<file path="config.mk">
export PLATFORM = sky130hd
export DESIGN_NAME = fader_breakpoint_envelope
export DESIGN_NICKNAME = d
export VERILOG_FILES = /design/src/hdl/fbe_pkg.sv /design/src/hdl/fbe_div.sv /design/src/hdl/fbe_datapath.sv /design/src/hdl/fbe_ctrl.sv /design/src/hdl/fader_breakpoint_envelope.sv
export SDC_FILE = /design/constraint.sdc
export NUM_CORES = 2
export LEC_CHECK = 0
export ABC_AREA = 1
export BUFFER_PORTS_ARGS = -buffer_cell sky130_fd_sc_hd__buf_2
export CAP_MARGIN = 20
export CORE_ASPECT_RATIO = 0.5
export CORE_MARGIN = 1
export CORE_UTILIZATION = 40
export DETAILED_ROUTE_END_ITERATION = 10
export PLACE_DENSITY_LB_ADDON = 0.12
export SYNTH_ARGS = -nofsm -noshare
export SYNTH_HDL_FRONTEND = slang
export SYNTH_SLANG_ARGS = --single-unit
</file>
<file path="constraint.sdc">
create_clock -name i_clk -period 17.6 [get_ports i_clk]
set_input_delay 1.76 -clock i_clk [delete_from_list [all_inputs] [get_ports i_clk]]
set_output_delay 1.76 -clock i_clk [all_outputs]
set_load 0.02 [all_outputs]
</file>
<file path="src/hdl/fbe_pkg.sv">
package fbe_pkg;

    localparam int PHASE_COUNT = 8;

    // shared divider: |level gap| or |product| * 257 over an 8 or 12 bit divisor
    localparam int DIV_NW = 25;
    localparam int DIV_DW = 12;
    localparam int DIV_CW = $clog2(DIV_NW);

    // x / 10 == (x * 52429) >> 19 for every 16 bit x
    localparam logic [15:0] RECIP10       = 16'd52429;
    localparam int          RECIP10_SHIFT = 19;

    localparam logic [1:0] MODE_OFF   = 2'd0;
    localparam logic [1:0] MODE_PHASE = 2'd1;
    localparam logic [1:0] MODE_POS_A = 2'd2;
    localparam logic [1:0] MODE_POS_B = 2'd3;

    localparam logic [1:0] CFG_MODE   = 2'd0;
    localparam logic [1:0] CFG_LEVELS = 2'd1;
    localparam logic [1:0] CFG_POINTS = 2'd2;

    // what the decide cycle found for the item
    localparam logic [1:0] KIND_DONE = 2'd0;
    localparam logic [1:0] KIND_PDIV = 2'd1;
    localparam logic [1:0] KIND_EDIR = 2'd2;
    localparam logic [1:0] KIND_ESEG = 2'd3;

    localparam logic STEP_FROM_DIV = 1'b0;
    localparam logic STEP_FROM_MUL = 1'b1;

    typedef struct packed {
        logic load_in;
        logic decide;
        logic mul;
        logic scale;
        logic div_start;
        logic itgt;
        logic step10;
        logic step;
        logic step_src;
        logic out_load;
    } t_cmd;

    typedef struct packed {
        logic [1:0] kind;
        logic       div_busy;
    } t_status;

endpackage

</file>
<file path="src/hdl/fbe_div.sv">
module fbe_div (
    input  logic                        i_clk,
    input  logic                        i_rst_n,
    input  logic                        i_start,
    input  logic [fbe_pkg::DIV_NW-1:0]  i_num,
    input  logic [fbe_pkg::DIV_DW-1:0]  i_den,
    output logic                        o_busy,
    output logic [fbe_pkg::DIV_NW-1:0]  o_quo
);
    import fbe_pkg::*;

    logic [DIV_DW-1:0] r_rem, n_rem;
    logic [DIV_NW-1:0] r_quo, n_quo;
    logic [DIV_CW-1:0] r_cnt;
    logic              r_busy;
    logic [DIV_DW:0]   shifted;
    logic [DIV_DW:0]   diff;
    logic              ge;

    // one restoring step per cycle, quotient bits shift in from the right
    always_comb begin
        shifted = {r_rem, r_quo[DIV_NW-1]};
        ge      = shifted >= {1'b0, i_den};
        diff    = shifted - {1'b0, i_den};
        n_rem   = ge ? diff[DIV_DW-1:0] : shifted[DIV_DW-1:0];
        n_quo   = {r_quo[DIV_NW-2:0], ge};
    end

    always_ff @(posedge i_clk) begin
        if (!i_rst_n) begin
            r_busy <= 1'b0;
            r_cnt  <= '0;
        end else if (i_start) begin
            r_busy <= 1'b1;
            r_cnt  <= DIV_CW'(DIV_NW - 1);
        end else if (r_busy) begin
            if (r_cnt == '0) begin
                r_busy <= 1'b0;
            end else begin
                r_cnt <= r_cnt - 1'b1;
            end
        end
    end

    always_ff @(posedge i_clk) begin
        if (i_start) begin
            r_rem <= '0;
            r_quo <= i_num;
        end else if (r_busy) begin
            r_rem <= n_rem;
            r_quo <= n_quo;
        end
    end

    assign o_busy = r_busy;
    assign o_quo  = r_quo;

endmodule

</file>
<file path="src/hdl/fbe_datapath.sv">
module fbe_datapath (
    input  logic               i_clk,
    input  logic               i_rst_n,
    input  logic               i_cfg_we,
    input  logic [1:0]         i_cfg_addr,
    input  logic [63:0]        i_cfg_wdata,
    input  logic               i_note_boundary,
    input  logic [7:0]         i_phase_number,
    input  logic [7:0]         i_env_pos_a,
    input  logic [7:0]         i_env_pos_b,
    input  logic [15:0]        i_current_level,
    input  fbe_pkg::t_cmd      i_cmd,
    output fbe_pkg::t_status   o_status,
    output logic               o_target_written,
    output logic [15:0]        o_target_level,
    output logic signed [13:0] o_step_size,
    output logic               o_snap_current,
    output logic               o_phase_cleared
);
    import fbe_pkg::*;

    // configuration and state
    logic [1:0]  r_mode;
    logic [63:0] r_levels;
    logic [63:0] r_points;
    logic [7:0]  r_last_pos;

    // item registers
    logic        r_boundary;
    logic [7:0]  r_phase;
    logic [7:0]  r_pos_a;
    logic [7:0]  r_pos_b;
    logic [15:0] r_current;

    // working registers
    logic [1:0]          r_kind;
    logic                r_written;
    logic                r_snap;
    logic                r_clear;
    logic [15:0]         r_target;
    logic [13:0]         r_step;
    logic [7:0]          r_dpos;
    logic signed [8:0]   r_dlvl;
    logic [15:0]         r_base;
    logic signed [17:0]  r_prod;
    logic [DIV_NW-1:0]   r_num;
    logic [DIV_DW-1:0]   r_den;
    logic                r_neg;
    logic                r_sneg;
    logic                r_eqz;
    logic [31:0]         r_mulq;

    // output register
    logic        r_o_written;
    logic [15:0] r_o_target;
    logic [13:0] r_o_step;
    logic        r_o_snap;
    logic        r_o_clear;

    logic [7:0] lvl [PHASE_COUNT];
    logic [7:0] pts [PHASE_COUNT];

    logic               phase_act;
    logic               env_act;
    logic [7:0]         pos;
    logic [2:0]         ph_idx;
    logic [7:0]         ph_time;
    logic [15:0]        ph_target;
    logic signed [16:0] ph_diff;
    logic [15:0]        ph_mag;
    logic [DIV_DW-1:0]  time10;
    logic [PHASE_COUNT-1:0] hit;
    logic [2:0]         seg;
    logic [2:0]         seg_lo;
    logic               found;

    logic               div_busy;
    logic [DIV_NW-1:0]  div_quo;

    logic [15:0]        prod_mag;
    logic signed [17:0] q_signed;
    logic signed [17:0] tgt_sum;
    logic signed [16:0] s_diff;
    logic [15:0]        s_mag;
    logic [12:0]        stp_mag;
    logic               stp_neg;
    logic               stp_eq;
    logic [13:0]        stp_ext;
    logic [13:0]        stp_val;

    always_comb begin
        for (int k = 0; k < PHASE_COUNT; k++) begin
            lvl[k] = r_levels[8*k +: 8];
            pts[k] = r_points[8*k +: 8];
        end
    end

    // decide: which kind of update this item causes
    always_comb begin
        phase_act = (r_mode == MODE_PHASE) && r_boundary && (r_phase != r_last_pos);
        env_act   = ((r_mode == MODE_POS_A) && (r_pos_a != r_last_pos)) ||
                    ((r_mode == MODE_POS_B) && (r_pos_b != r_last_pos));
        pos       = (r_mode == MODE_POS_A) ? r_pos_a : r_pos_b;

        // phase 8 wraps to index 7
        ph_idx    = r_phase[2:0] - 3'd1;
        ph_time   = pts[ph_idx];
        ph_target = {lvl[ph_idx], lvl[ph_idx]};
        ph_diff   = $signed({1'b0, ph_target}) - $signed({1'b0, r_current});
        ph_mag    = ph_diff[16] ? 16'(-ph_diff) : ph_diff[15:0];
        time10    = {1'b0, ph_time, 3'b000} + {3'b000, ph_time, 1'b0};

        for (int k = 0; k < PHASE_COUNT; k++) begin
            hit[k] = pos <= pts[k];
        end
        // first breakpoint at or above the position picks the segment
        seg = 3'd1;
        for (int k = PHASE_COUNT - 1; k >= 1; k--) begin
            if (hit[k]) begin
                seg = 3'(k);
            end
        end
        seg_lo = seg - 3'd1;
        found  = |hit[PHASE_COUNT-1:1];
    end

    always_comb begin
        prod_mag = r_prod[17] ? 16'(-r_prod) : r_prod[15:0];
        q_signed = r_neg ? -$signed({2'b00, div_quo[15:0]})
                         : $signed({2'b00, div_quo[15:0]});
        tgt_sum  = q_signed + $signed({2'b00, r_base});
        s_diff   = $signed({1'b0, r_target}) - $signed({1'b0, r_current});
        s_mag    = s_diff[16] ? 16'(-s_diff) : s_diff[15:0];

        if (i_cmd.step_src == STEP_FROM_DIV) begin
            stp_mag = div_quo[12:0];
            stp_neg = r_neg;
            stp_eq  = 1'b0;
        end else begin
            stp_mag = r_mulq[RECIP10_SHIFT +: 13];
            stp_neg = r_sneg;
            stp_eq  = r_eqz;
        end
        stp_ext = {1'b0, stp_mag};
        // a step that truncates to zero moves by +1 whatever the direction
        if (stp_eq) begin
            stp_val = '0;
        end else if (stp_mag == '0) begin
            stp_val = 14'd1;
        end else if (stp_neg) begin
            stp_val = -stp_ext;
        end else begin
            stp_val = stp_ext;
        end
    end

    always_ff @(posedge i_clk) begin
        if (!i_rst_n) begin
            r_mode     <= MODE_OFF;
            r_levels   <= '0;
            r_points   <= '0;
            r_last_pos <= '0;
        end else begin
            if (i_cfg_we) begin
                case (i_cfg_addr)
                    CFG_MODE:   r_mode   <= i_cfg_wdata[1:0];
                    CFG_LEVELS: r_levels <= i_cfg_wdata;
                    CFG_POINTS: r_points <= i_cfg_wdata;
                    default: ;
                endcase
            end
            if (i_cmd.decide && phase_act) begin
                r_last_pos <= r_phase;
            end else if (i_cmd.decide && env_act) begin
                r_last_pos <= pos;
            end
        end
    end

    always_ff @(posedge i_clk) begin
        if (i_cmd.load_in) begin
            r_boundary <= i_note_boundary;
            r_phase    <= i_phase_number;
            r_pos_a    <= i_env_pos_a;
            r_pos_b    <= i_env_pos_b;
            r_current  <= i_current_level;
        end

        if (i_cmd.decide) begin
            r_kind    <= KIND_DONE;
            r_written <= 1'b0;
            r_snap    <= 1'b0;
            r_clear   <= 1'b0;
            r_target  <= '0;
            r_step    <= '0;
            if (phase_act) begin
                if (r_phase > 8'(PHASE_COUNT)) begin
                    r_clear <= 1'b1;
                end else if (r_phase != 8'd0) begin
                    r_written <= 1'b1;
                    r_target  <= ph_target;
                    if (ph_diff == '0) begin
                        r_step <= '0;
                    end else if (ph_time == 8'd0) begin
                        r_snap <= 1'b1;
                    end else begin
                        r_kind <= KIND_PDIV;
                        r_num  <= DIV_NW'(ph_mag);
                        r_neg  <= ph_diff[16];
                        r_den  <= time10;
                    end
                end
            end else if (env_act) begin
                r_written <= 1'b1;
                if (hit[0]) begin
                    r_kind   <= KIND_EDIR;
                    r_target <= {lvl[0], lvl[0]};
                end else if (!found) begin
                    r_kind   <= KIND_EDIR;
                    r_target <= {lvl[PHASE_COUNT-1], lvl[PHASE_COUNT-1]};
                end else begin
                    r_kind <= KIND_ESEG;
                    r_dpos <= pos - pts[seg_lo];
                    r_dlvl <= $signed({1'b0, lvl[seg]}) - $signed({1'b0, lvl[seg_lo]});
                    r_den  <= DIV_DW'(pts[seg] - pts[seg_lo]);
                    r_base <= {lvl[seg_lo], lvl[seg_lo]};
                end
            end
        end

        if (i_cmd.mul) begin
            r_prod <= $signed({1'b0, r_dpos}) * r_dlvl;
        end

        // magnitude times 257
        if (i_cmd.scale) begin
            r_num <= DIV_NW'({prod_mag, 8'h00}) + DIV_NW'(prod_mag);
            r_neg <= r_prod[17];
        end

        if (i_cmd.itgt) begin
            r_target <= tgt_sum[15:0];
        end

        if (i_cmd.step10) begin
            r_sneg  <= s_diff[16];
            r_eqz   <= s_diff == '0;
            r_mulq  <= s_mag * RECIP10;
        end

        if (i_cmd.step) begin
            r_step <= stp_val;
        end

        if (i_cmd.out_load) begin
            r_o_written <= r_written;
            r_o_target  <= r_target;
            r_o_step    <= r_step;
            r_o_snap    <= r_snap;
            r_o_clear   <= r_clear;
        end
    end

    fbe_div u_div (
        .i_clk   (i_clk),
        .i_rst_n (i_rst_n),
        .i_start (i_cmd.div_start),
        .i_num   (r_num),
        .i_den   (r_den),
        .o_busy  (div_busy),
        .o_quo   (div_quo)
    );

    assign o_status.kind     = r_kind;
    assign o_status.div_busy = div_busy;

    assign o_target_written = r_o_written;
    assign o_target_level   = r_o_target;
    assign o_step_size      = $signed(r_o_step);
    assign o_snap_current   = r_o_snap;
    assign o_phase_cleared  = r_o_clear;

endmodule

</file>
<file path="src/hdl/fbe_ctrl.sv">
module fbe_ctrl (
    input  logic             i_clk,
    input  logic             i_rst_n,
    input  logic             i_in_valid,
    output logic             o_in_ready,
    output logic             o_out_valid,
    input  logic             i_out_ready,
    input  fbe_pkg::t_status i_status,
    output fbe_pkg::t_cmd    o_cmd
);
    import fbe_pkg::*;

    localparam logic [3:0] S_IDLE   = 4'd0;
    localparam logic [3:0] S_DECIDE = 4'd1;
    localparam logic [3:0] S_ROUTE  = 4'd2;
    localparam logic [3:0] S_MUL    = 4'd3;
    localparam logic [3:0] S_SCALE  = 4'd4;
    localparam logic [3:0] S_DSTART = 4'd5;
    localparam logic [3:0] S_DWAIT  = 4'd6;
    localparam logic [3:0] S_ITGT   = 4'd7;
    localparam logic [3:0] S_STEP10 = 4'd8;
    localparam logic [3:0] S_STEPM  = 4'd9;
    localparam logic [3:0] S_STEPD  = 4'd10;
    localparam logic [3:0] S_FINISH = 4'd11;

    logic [3:0] r_state, n_state;
    logic       r_out_valid, n_out_valid;
    logic       out_free;

    assign out_free = !r_out_valid || i_out_ready;

    always_comb begin
        n_state     = r_state;
        n_out_valid = r_out_valid && !i_out_ready;
        o_cmd       = '0;
        o_cmd.step_src = STEP_FROM_DIV;
        case (r_state)
            S_IDLE: begin
                if (i_in_valid) begin
                    o_cmd.load_in = 1'b1;
                    n_state       = S_DECIDE;
                end
            end
            S_DECIDE: begin
                o_cmd.decide = 1'b1;
                n_state      = S_ROUTE;
            end
            S_ROUTE: begin
                case (i_status.kind)
                    KIND_PDIV: n_state = S_DSTART;
                    KIND_EDIR: n_state = S_STEP10;
                    KIND_ESEG: n_state = S_MUL;
                    default:   n_state = S_FINISH;
                endcase
            end
            S_MUL: begin
                o_cmd.mul = 1'b1;
                n_state   = S_SCALE;
            end
            S_SCALE: begin
                o_cmd.scale = 1'b1;
                n_state     = S_DSTART;
            end
            S_DSTART: begin
                o_cmd.div_start = 1'b1;
                n_state         = S_DWAIT;
            end
            S_DWAIT: begin
                if (!i_status.div_busy) begin
                    n_state = (i_status.kind == KIND_ESEG) ? S_ITGT : S_STEPD;
                end
            end
            S_ITGT: begin
                o_cmd.itgt = 1'b1;
                n_state    = S_STEP10;
            end
            S_STEP10: begin
                o_cmd.step10 = 1'b1;
                n_state      = S_STEPM;
            end
            S_STEPM: begin
                o_cmd.step     = 1'b1;
                o_cmd.step_src = STEP_FROM_MUL;
                n_state        = S_FINISH;
            end
            S_STEPD: begin
                o_cmd.step     = 1'b1;
                o_cmd.step_src = STEP_FROM_DIV;
                n_state        = S_FINISH;
            end
            S_FINISH: begin
                // wait for the output register to free up
                if (out_free) begin
                    o_cmd.out_load = 1'b1;
                    n_out_valid    = 1'b1;
                    n_state        = S_IDLE;
                end
            end
            default: n_state = S_IDLE;
        endcase
    end

    always_ff @(posedge i_clk) begin
        if (!i_rst_n) begin
            r_state     <= S_IDLE;
            r_out_valid <= 1'b0;
        end else begin
            r_state     <= n_state;
            r_out_valid <= n_out_valid;
        end
    end

    assign o_in_ready  = r_state == S_IDLE;
    assign o_out_valid = r_out_valid;

endmodule

</file>
<file path="src/hdl/fader_breakpoint_envelope.sv">
// fader automation for one mixer track, one item per sequencer tick.
// input channel (i_in_valid / o_in_ready) takes the tick: note boundary,
// phase number, envelope positions a and b and the fader's present level.
// output channel (o_out_valid / i_out_ready) returns exactly one item per
// input item: target written flag, target level, signed step, snap and
// phase-cleared flags.
// configuration uses a plain write port (i_cfg_we, i_cfg_addr, i_cfg_wdata):
// index 0 fader mode, 1 level table, 2 breakpoint table; write while idle.
// from input accept the item passes the decide and route states; an item
// that decide settles goes straight to finish, a target at or past the end
// breakpoints first takes the step by reciprocal multiply, a phase step runs
// the shared radix-2 divider, and an interpolated envelope target multiplies,
// scales, divides, adds the base and takes the reciprocal step; one item
// is worked on at a time and the next is taken after finish loads the output.
// the result sits in an output register, so a stalled receiver only holds
// the block once a second result is ready to be registered.
// reset clears mode, both tables, the last position and all handshake state.
module fader_breakpoint_envelope (
    input  logic               i_clk,
    input  logic               i_rst_n,
    input  logic               i_cfg_we,
    input  logic [1:0]         i_cfg_addr,
    input  logic [63:0]        i_cfg_wdata,
    input  logic               i_in_valid,
    output logic               o_in_ready,
    input  logic               i_note_boundary,
    input  logic [7:0]         i_phase_number,
    input  logic [7:0]         i_env_pos_a,
    input  logic [7:0]         i_env_pos_b,
    input  logic [15:0]        i_current_level,
    output logic               o_out_valid,
    input  logic               i_out_ready,
    output logic               o_target_written,
    output logic [15:0]        o_target_level,
    output logic signed [13:0] o_step_size,
    output logic               o_snap_current,
    output logic               o_phase_cleared
);
    import fbe_pkg::*;

    t_cmd    cmd;
    t_status status;

    fbe_ctrl u_ctrl (
        .i_clk       (i_clk),
        .i_rst_n     (i_rst_n),
        .i_in_valid  (i_in_valid),
        .o_in_ready  (o_in_ready),
        .o_out_valid (o_out_valid),
        .i_out_ready (i_out_ready),
        .i_status    (status),
        .o_cmd       (cmd)
    );

    fbe_datapath u_dp (
        .i_clk            (i_clk),
        .i_rst_n          (i_rst_n),
        .i_cfg_we         (i_cfg_we),
        .i_cfg_addr       (i_cfg_addr),
        .i_cfg_wdata      (i_cfg_wdata),
        .i_note_boundary  (i_note_boundary),
        .i_phase_number   (i_phase_number),
        .i_env_pos_a      (i_env_pos_a),
        .i_env_pos_b      (i_env_pos_b),
        .i_current_level  (i_current_level),
        .i_cmd            (cmd),
        .o_status         (status),
        .o_target_written (o_target_written),
        .o_target_level   (o_target_level),
        .o_step_size      (o_step_size),
        .o_snap_current   (o_snap_current),
        .o_phase_cleared  (o_phase_cleared)
    );

endmodule
</file>
---- After elaboration in Yosys (flattened, before gate mapping) ----
Cells that the tools add are included.
cells by class
  $add $sub $neg .......................... 17
  multipliers ............................. 2
  magnitude comparators ................... 13
  equal/unequal tests ..................... 34
  muxes and demuxes ....................... 112
  bitwise operators ....................... 8
  reduce and logical (&&, ||, !) cells .... 41
operator list
  cell                                                 count
  2-to-1 mux 25 bit                                    9
  2-to-1 mux 16 bit                                    12
  binary-select mux 8 bit (select 3 bit)               6
  2-to-1 mux 8 bit                                     15
  2-to-1 mux 12 bit                                    9
  2-to-1 mux 14 bit                                    5
  less-or-equal comparator 8 bit                       8
  negator 16 bit                                       4
  one-hot mux 4 bit (11 select lines)                  1
  zero test 17 bit                                     2
  subtractor 16 x 16 -> 17 bit                         2
  multiplier 16 x 16 -> 32 bit, second input constant  1
  2-to-1 mux 1 bit                                     32
  adder 24 x 16 -> 25 bit                              1
  != test 8 bit                                        3
  2-to-1 mux 3 bit                                     7
  != test 2 bit, second input constant                 10
  multiplier 9 x 9 -> 18 bit                           1
  nonzero test 2 bit                                   9
  subtractor 8 x 8 -> 9 bit                            2
  adder 16 bit                                         1
  == test 4 x 3 -> 1 bit, second input constant        4
  == test 4 bit, second input constant                 4
  2-to-1 mux 4 bit                                     4
  other kinds (38)                                     75
storage, ports and cells
  register bits after elaboration ......... 418
  input bits .............................. 112
  output and inout bits ................... 35
  logic and storage cells ................. 264

---- Logic depth before layout (Yosys ltp) ----
  depth in word-level cells ............... 20
  mapped depth ............................ 42
  depth with buffers taken out ............ 40

---- By module ----
Synthesis repeated with hierarchy kept, for this count alone.
second synthesis, totals
  cells, all modules ...................... 4,510
  area total of the unflattened synthesis .. 34,011.4 um2
modules (own cells, without submodules)
  module        times used  cells an instance  area each (um2)  seq. area each (um2)
  fbe_datapath  1           4,038              30,768.3         8,888.5
  fbe_div       1           385                2,747.6          1,111.1
  fbe_ctrl      1           87                 495.5            100.1

---- Least setup slack after synthesis ----
No wires, ideal clock.
  path kind ............................... register to register
  start ................................... register u_dp.r_current[0]
  end ..................................... register u_dp.r_mulq[26] (data pin)
  library setup time ...................... 0.259 ns
  arrival ................................. 6.714 ns
  data required time ...................... 17.341 ns
  slack ................................... 10.627 ns
  stages on the path, launching flop included .. 31
  buffers on the path ..................... 1
  period minus slack after synthesis ...... 6.973 ns
  cells stage by stage .................... edfxtp_1 -> ha_1 -> fa_1 -> inv_1 -> nand3_1 -> nand2_1 -> nand2_1 -> nand2_2 -> nand2_1 -> nand2_2 -> clkinv_1 -> clkbuf_1 -> nand2_1 -> xor2_1 -> ha_1 -> fa_1 -> fa_1 -> fa_1 -> fa_1 -> inv_1 -> fa_1 -> inv_1 -> ha_1 -> a21oi_1 -> o21ai_0 -> a21oi_1 -> inv_1 -> a211oi_1 -> o21ai_0 -> nand2_1 -> nand2_1
between the ends
  elaborated cells on any way between the ends .. 4
  those cells by class .................... add/sub (2); mul (1); mux (1)
RTL lines
  what                          line                 source
  from (decl)                   fbe_datapath.sv:33   logic [15:0] r_current;
  from (signal assigned)        fbe_datapath.sv:186  r_current <= i_current_level;
  subtractor 16 x 16 -> 17 bit  fbe_datapath.sv:132  s_diff = $signed({1'b0, r_target}) - $signed({1'b0, r_current});
  net u_dp.s_diff[16]           fbe_datapath.sv:83   logic signed [16:0] s_diff;
  2-to-1 mux 16 bit             fbe_datapath.sv:133  s_mag = s_diff[16] ? 16'(-s_diff) : s_diff[15:0];
  multiplier 16 x 16 -> 32 bit  fbe_datapath.sv:248  r_mulq <= s_mag * RECIP10;
  to (signal assigned)          fbe_datapath.sv:248
  to (decl)                     fbe_datapath.sv:51   logic [31:0] r_mulq;
The timed path passes the listed nets, and every way through them passes these cells.
A chain may end at the register's enable or synchronous reset.

---- Worst setup path after layout ----
  start ................................... register u_dp.r_current[0]
  end ..................................... register u_dp.r_mulq[29] (data pin)
between the ends
  longest elaborated chain between the ends .. 4
ends and longest elaborated chain
  what                            line
  subtractor 16 x 16 -> 17 bit *  fbe_datapath.sv:132
  negator 16 bit                  fbe_datapath.sv:133
  2-to-1 mux 16 bit *             fbe_datapath.sv:133
  multiplier 16 x 16 -> 32 bit *  fbe_datapath.sv:248
Every way passes the cells marked *; elsewhere a longest branch is shown, timed or not.

==> flow_summary.yaml <==
status:
  status: "finished, final reports clean"
placement:
  placed_area_um2: 35000
  portBuffers: 146
  dp.final_hpwl_um: 84300
  place_congestion: 0.966
worst_setup_path:
  path_buf_inv: 5
  startpoint_type: "register"
  cp.arrival_ns: 8.29
  cp-end-kind: "register"
  crit_end: "u_dp.r_mulq[29]"
  critPathMaxStageDelay_ns: 0.56
  r2r-end: "u_dp.r_mulq[29]"
  startpoint: "u_dp.r_current[0]"
  crit_required_ns: 17.95
  worstPathMaxFanout: 19
  path_common_cell: "nand2_1"
  crit_slowest_cell: "fa_1"
  r2r_cells: 29
  crit_cells: 29
  rr_startpoint: "u_dp.r_current[0]"
  critPathKind: "reg2reg"
  path_delay_family: "adder cells"
  r2r_setup_slack_ns: 9.66
sta:
  hold_viol_final: 0
  maxSlewViolCount: 0
  setup_viol: 0
  tightest_slew_ns: 1.16
  fin_crit_sh: 0.451
  max_clock_freq_mhz: 126
  slew-limit-headroom: 0.229
  fin_setup_tns_ns: 0
  skew_ns: 0.0402
  rsz0062_at_grt: "false"
  min_period_ns: 7.94
synthesis:
  yosys.area.top_type_share: 0.207
  synth_top_family_by_area: "adder cells"
  syn_avg_cell_area_um2: 7.60
  syn-num-nets: 4981
  synth-warning-count: 0
  synth_compound_area_frac: 0.156
  synth.area.top_cells: "edfxtp_1, ha_1, nand2_1, dfxtp_1, fa_1"
  synthArstFlopShare: 0
  muxShareOfSynthArea: 0
  synth_xor_area_frac: 0.0349
  synthSimpleGateAreaFrac: 0.195
  synth_top_area_cell: "edfxtp_1"
  synth_edf_count: 229
  synth_seq_cells: 390
  ys.flop_type: "edfxtp_1"
  seq_area_frac_synth: 0.304
  syn_area_um2: 33300
  ys_types: 56
  synthAdderAreaFrac: 0.214
  synth_cells: 4379
floorplanning:
  die_area_um2: 84400
  rows: 74
  start_util: 0.406
  ios: 147
  coreArea_um2: 81900
  die_w_um: 410
  die_h_um: 206
finish:
  nNetsFinal: 5050
  diodes: 0
  layout-drive-gt1-share: 0.0730
  area_delta_synth_final_pct: 9.74
  fin_area_um2: 36500
  final-seq-area_um2: 10100
  mostFrequentLayoutCell: "nand2_1"
  multi_input_area_um2: 20000
  final_cell_mix: "nand2_1, inv_1, o21ai_0"
  nFillCells: 8349
clock_tree:
  clkTransAtPathRegs_ns: 0.07
  cts_max_path_buffers: 3
  numCtsBuffers: 43
  tritoncts: "yes"
  clock_latency_ns: 0.62
  root_buffer: "clkbuf_16"
  cts_hold_repair.buffers: 0
  h-tree-depth: 2
  cts.sinks: 390
  postCtsSetupRepairBufs: 0
  cts_resized: 0
grt:
  grt_max_degree: 85
  grt_pass1_wl_um: 166000
  grt_use_total: 0.254
  grt_overflow: 0
  antenna_found_initial: 0
  grt_pass1_vias: 28600
drt:
  routed_wl_um: 107000
  wl_per_cell_um: 19.2
  drc: 0
  postRouteAntennaNets: 0
  vias: 29355
  first_pass_iters: 7
  viasPerCell: 5.26
  drt_first_iter_violations: 2431
min_path:
  min_from: "u_dp.r_snap"
  hold_path.class: "reg2reg"
flow_run:
  cap_violations: 0
-- cells in the mapped netlist, types with 63 or more instances --
master    instances
nand2_1         934
inv_1           666
o21ai_0         411
ha_1            359
a21oi_1         357
nor2_1          324
edfxtp_1        229
nand3_1         182
dfxtp_1         161
fa_1            131
clkbuf_1        110
xor2_1           89
o211ai_1         63
-- metrics by stage --
step,hold slack (ns),std cells,setup WS (ns),utilization
3_3_place_gp,0.407,5504,9.75,0.428
2_1_floorplan,0.400,4379,10.63,-
5_1_grt,0.436,5584,8.99,0.446
3_5_place_dp,0.405,5505,9.66,0.428
6_report,0.421,5584,9.66,0.446
4_1_cts,0.422,5584,9.69,0.446
-- per-layer routing --
metal / vias to the layer above / GRT usage / part of all wire
li1: 14584 / - / -
met1: 13805 / 0.347 / 0.46
met2: 808 / 0.422 / 0.45
met3: 158 / 0.0301 / 0.055
met4: 0 / 0.0785 / 0.030
met5: - / 0 / 0
-- worst reg2reg max path, delay by kind of cell (launching register included) --
kind	cells	cell delay, ns
compound gates	2	0.51
xor+xnor	2	0.66
fa+ha+maj	9	4.12
buf+inv	5	0.69
flops	1	0.42
simple gates	11	1.31
-- how the worst min path moves through the flow --
stage,to,slack [ns],depth (start not counted)
after floorplan,u_dp.o_phase_cleared,0.40,0
final,u_dp.o_snap_current,0.42,0
after detailed placement,u_dp.o_snap_current,0.41,0
after global routing,u_dp.o_snap_current,0.44,0
after CTS,u_dp.o_step_size[10],0.42,0
after global placement,u_dp.o_step_size[3],0.41,0
-- registers in the layout (all words and copies together), names as in the netlist, 16 cells and up --
name / count
u_dp.o_target_level: 16
u_dp.r_current: 16
u_dp.r_levels: 64
u_dp.r_num: 25
u_dp.r_points: 64
u_dp.r_prod: 17
u_dp.r_target: 16
u_dp.u_div.o_quo: 25
-- layout make-up --
| type | count | area share |
|---|---|---|
| multi-input combinational | 3154 | 0.549 |
| sequential | 390 | 0.277 |
| inverter | 681 | 0.0700 |
| tap | 1102 | 0.0378 |
| clock buffer | 50 | 0.0319 |
| timing repair buffer | 178 | 0.0267 |
| clock inverter | 29 | 0.00833 |
-- cells by family after synthesis --
kind of cell	Yosys count
buffers and inverters	835
xor gates and xnor gates	130
and+or+nand+nor	1576
adders and majority gates	490
AOI/OAI and AO/OA	958
DFF	390
Power is left out: the tool's default activity adds up to more than one toggle a clock period on the data nets, which glitch-free logic cannot reach.
